File: src/fpra_pkg.sv
// Shared types and constants for the fixed-point rounding ALU.
// No dependencies; used by every module in src.
package fpra_pkg;

    localparam int FRACTION_BITS_DEF = 16;
    localparam int DATA_W            = 64;
    localparam int NUM_W             = 2 * DATA_W;
    localparam int DIV_STEPS         = 2;
    localparam int DIV_STAGES        = NUM_W / DIV_STEPS;

    localparam logic [2:0] OP_ADD  = 3'd0;
    localparam logic [2:0] OP_SUB  = 3'd1;
    localparam logic [2:0] OP_MUL  = 3'd2;
    localparam logic [2:0] OP_DIV  = 3'd3;
    localparam logic [2:0] OP_RND  = 3'd4;
    localparam logic [2:0] OP_ITOF = 3'd5;

    // One transaction as it moves through the restoring divider chain.
    typedef struct packed {
        logic              valid;
        logic              is_div;
        logic              neg;
        logic              dz;
        logic [DATA_W-1:0] res;
        logic [NUM_W-1:0]  num;
        logic [DATA_W-1:0] d;
        logic [DATA_W-1:0] rem;
        logic [DATA_W-1:0] q;
    } t_div;

endpackage

File: src/fpra_div_stage.sv
// One registered stage of the restoring divider: DIV_STEPS quotient bits.
// Depends on fpra_pkg.
module fpra_div_stage (
    input  logic           i_clk,
    input  logic           i_rst_n,
    input  logic           i_en,
    input  fpra_pkg::t_div i_div,
    output fpra_pkg::t_div o_div
);
    import fpra_pkg::*;

    t_div r_div, n_div;

    always_comb begin
        logic [DATA_W:0] rem2;
        n_div = i_div;
        for (int s = 0; s < DIV_STEPS; s++) begin
            rem2      = {n_div.rem, n_div.num[NUM_W-1]};
            n_div.num = n_div.num << 1;
            if (rem2 >= {1'b0, n_div.d}) begin
                rem2    = rem2 - {1'b0, n_div.d};
                n_div.q = {n_div.q[DATA_W-2:0], 1'b1};
            end else begin
                n_div.q = {n_div.q[DATA_W-2:0], 1'b0};
            end
            n_div.rem = rem2[DATA_W-1:0];
        end
    end

    always_ff @(posedge i_clk) begin
        if (!i_rst_n) begin
            r_div.valid <= 1'b0;
        end else if (i_en) begin
            r_div <= n_div;
        end
    end

    assign o_div = r_div;

endmodule

File: config.mk
export PLATFORM = sky130hd
export DESIGN_NAME = fpra_div_stage
export DESIGN_NICKNAME = d
export VERILOG_FILES = /design/src/fpra_pkg.sv /design/src/fpra_div_stage.sv
export SDC_FILE = /design/constraint.sdc
export NUM_CORES = 1
export LEC_CHECK = 0
export ABC_CLOCK_PERIOD_IN_PS = 32500
export BUFFER_PORTS_ARGS = -buffer_cell sky130_fd_sc_hd__buf_4
export CAP_MARGIN = 20
export CORE_AREA = 4 4 304 306
export CTS_CLUSTER_DIAMETER = 30
export CTS_CLUSTER_SIZE = 30
export DETAILED_ROUTE_END_ITERATION = 7
export DIE_AREA = 0 0 308 310
export GPL_ROUTABILITY_DRIVEN = 1
export HOLD_SLACK_MARGIN = 0.02
export SLEW_MARGIN = 20
export SYNTH_ARGS = -nofsm -noshare
export SYNTH_HDL_FRONTEND = slang
export SYNTH_SLANG_ARGS = --single-unit
File: constraint.sdc
create_clock -name i_clk -period 32.5 [get_ports i_clk]
set_input_delay 4.875 -clock i_clk [delete_from_list [all_inputs] [get_ports i_clk]]
set_output_delay 4.875 -clock i_clk [all_outputs]
set_load 0.02 [all_outputs]
==> flow_summary.yaml <==
run_status:
  outcome: "finished clean"
clock_network:
  ctsRootBufferMaster: "clkbuf_16"
  clkSlewWorstSetupHoldPaths_ps: 50
  h-tree-depth: 3
  cts-hold-fix-buffers: 0
  cts_tree: "done"
  insertion_delay_ps: 680
  max-clock-path-buffers: 3
  postCtsSetupBuffers: 0
  cts_resized: 0
  cts_sinks: 386
  cts-buffers-inserted: 111
drt:
  vias: 18700
  drtIter0Drc: 1295
  drt-total-wl_mm: 110
  drc: 0
  dr.pass1.iters: 5
  ant_nets: 0
  drt-vias-per-instance: 4.74
  wire_per_inst_um: 27.8
synthesis:
  synth_most_common_cell: "edfxtp_1"
  synth_edf_count: 385
  synth_ff_type: "edfxtp_1"
  synthArstFlopShare_pct: 0
  ys_top_cells_by_count: "edfxtp_1 (385), nand2_1 (166), a21oi_1 (129)"
  synthesis.area_sq_mm: 0.0210
  syn_inst: 1832
  synth_area_leaders: "edfxtp_1 (55%), ha_1 (7.6%), a21oi_1 (3.1%)"
  synth_cell_type_count: 87
  yosysWarningCount: 0
  avgSynthCellArea_sq_um: 11.5
  synth_top_cell_by_area: "edfxtp_1"
  ys_seq_area_share_pct: 55.0
  ys_ff_latch: 386
  yosys.area.top_type_share_pct: 55.0
sta:
  tns_ps: 0
  slew-limit-headroom_pct: 26.5
  hold_viol_final: 0
  min_period_ps: 12360
  max_freq_mhz: 80.9
  hold_ws_ps: 571
  fin_ws_ps: 20140
  rsz0062_at_grt: "no"
  slew_violations: 0
  tightest_slew_ps: 1100
  setup_violations: 0
  period_share_pct: 38.0
  skew_ps: 0
critical_path:
  slowest_delay_ps: 590
  start_kind: "input port"
  cp_max_fo: 48
  cp-end-kind: "flop"
  worstPathRequired_ps: 32810
  rrSetupSlack_ps: 31860
  cp.arrival_ps: 12680
  path_class: "in -> reg"
  cp_slowest_cell: "a2111oi_0"
power_and_ir_drop:
  power.total_mw: 2.43
  intPower_mw: 1.69
  vdd_drop_max_uv: 46.5
  switching_share_pct: 30.4
  p_leak_nw: 13.6
  pwr-share-clk_pct: 49.0
  pwr_density_cell_mw_per_mm2: 75.6
  switchingPower_mw: 0.740
  seqPwrFrac_pct: 25.7
  p_comb_share_pct: 25.2
placement:
  io_buffers: 774
  dp_cells: 3718
  gp_congestion: 0.913
  placed_area_sq_mm: 0.0280
  place_ws_ps: 19450
  hpwl_mm: 89.8
floorplan:
  boundaryPins: 779
  core_sq_mm: 0.0896
  die_y_um: 310
  start_util_pct: 23.5
  die_w_um: 308
  die_area_sq_mm: 0.0955
  placementRows: 110
final_layout:
  drive_gt1_share_pct: 38.1
  stdcell_count: 3938
  n_fill_cell: 9043
  regArea_sq_mm: 0.0116
  largest_register_ffs: 386
  finalInstanceArea_sq_mm: 0.0322
  areaGrowthSynthToFinish_pct: 53.0
  multi_input_area_sq_mm: 0.00870
  nNetsFinal: 3176
  post-route-util_pct: 35.9
global_route:
  grt_overflow: 0
  grt_antenna_before_repair: 40
  grt_pass1_vias: 18400
  grt_pass1_wl_mm: 145
  grt_max_degree: 84
  grt_usage_pct: 21.7
job:
  drv_cap: 0
min_path:
  hold_class: "reg -> reg"
## power by group through the flow
| stage | logic (mW) | clock network (mW) | registers [mW] |
|---|---|---|---|
| after floorplan | 0.319 | 0 | 0.697 |
| after global placement | 0.610 | 0 | 0.633 |
| after detailed placement | 0.610 | 0 | 0.634 |
| after CTS | 0.615 | 1.22 | 0.627 |
| after global routing | 0.659 | 1.25 | 0.630 |
| final | 0.614 | 1.19 | 0.626 |
## cells in the final DEF (no fill, tap or decap), types with 62 or more instances in the layout
| cell type | instances |
|---|---|
| xnor2_1 | 62 |
| ha_1 | 128 |
| clkbuf_16 | 113 |
| a21oi_1 | 129 |
| nor2_1 | 125 |
| a21o_1 | 68 |
| edfxtp_1 | 385 |
| inv_1 | 96 |
| nand2_1 | 166 |
| o21ai_0 | 118 |
| buf_4 | 784 |
## routing by layer
layer / up-vias / global-route usage (%) / share of wire (%)
met1: 9080 / 25.1 / 39
met4: 34 / 6.31 / 2.8
met5: - / 0 / 0.19
li1: 8606 / - / -
met2: 750 / 37.0 / 48
met3: 187 / 9.03 / 9.5
## cell type report
cell class | count | share of cell area [%]
sequential | 386 | 36.0
timing repair buffer | 785 | 18.3
tap | 1176 | 4.57
inverter | 98 | 1.17
clock inverter | 89 | 3.96
antenna | 8 | 0.0622
clock buffer | 123 | 8.90
multi-input combinational | 1273 | 27.0
## final timing paths
| path | to | from | depth (start not counted) |
|---|---|---|---|
| worst min register to register | o_div[387] | o_div[387] | 2 |
| worst max register to register | o_div[387] | o_div[387] | 2 |
| worst max-delay path | o_div[108] | i_div[166] | 25 |
| worst min-delay path | o_div[387] | o_div[387] | 2 |
## cell families (layout without fill, tap and decap cells)
| logic type | after synthesis | count (layout) | share of synthesized area (%) |
|---|---|---|---|
| other | 1 | 10 | 0.0178 |
| AO/OA/AOI/OAI | 521 | 521 | 16.2 |
| AND/OR/NAND/NOR | 477 | 477 | 10.7 |
| adder cells (fa/ha/maj) | 130 | 130 | 7.80 |
| XOR/XNOR | 110 | 110 | 4.58 |
| flip-flops | 386 | 386 | 55.0 |
| buffers and inverters | 174 | 1095 | 3.69 |
| multiplexers | 33 | 33 | 2.03 |
## worst max-delay path: cells and delay by family
family	cells	cell delay, ps
buffers and inverters	5	1830
AND/OR/NAND/NOR	4	1210
AO/OA/AOI/OAI	14	3890
adder cells (fa/ha/maj)	2	810
(Power assumes the default switching activity.)
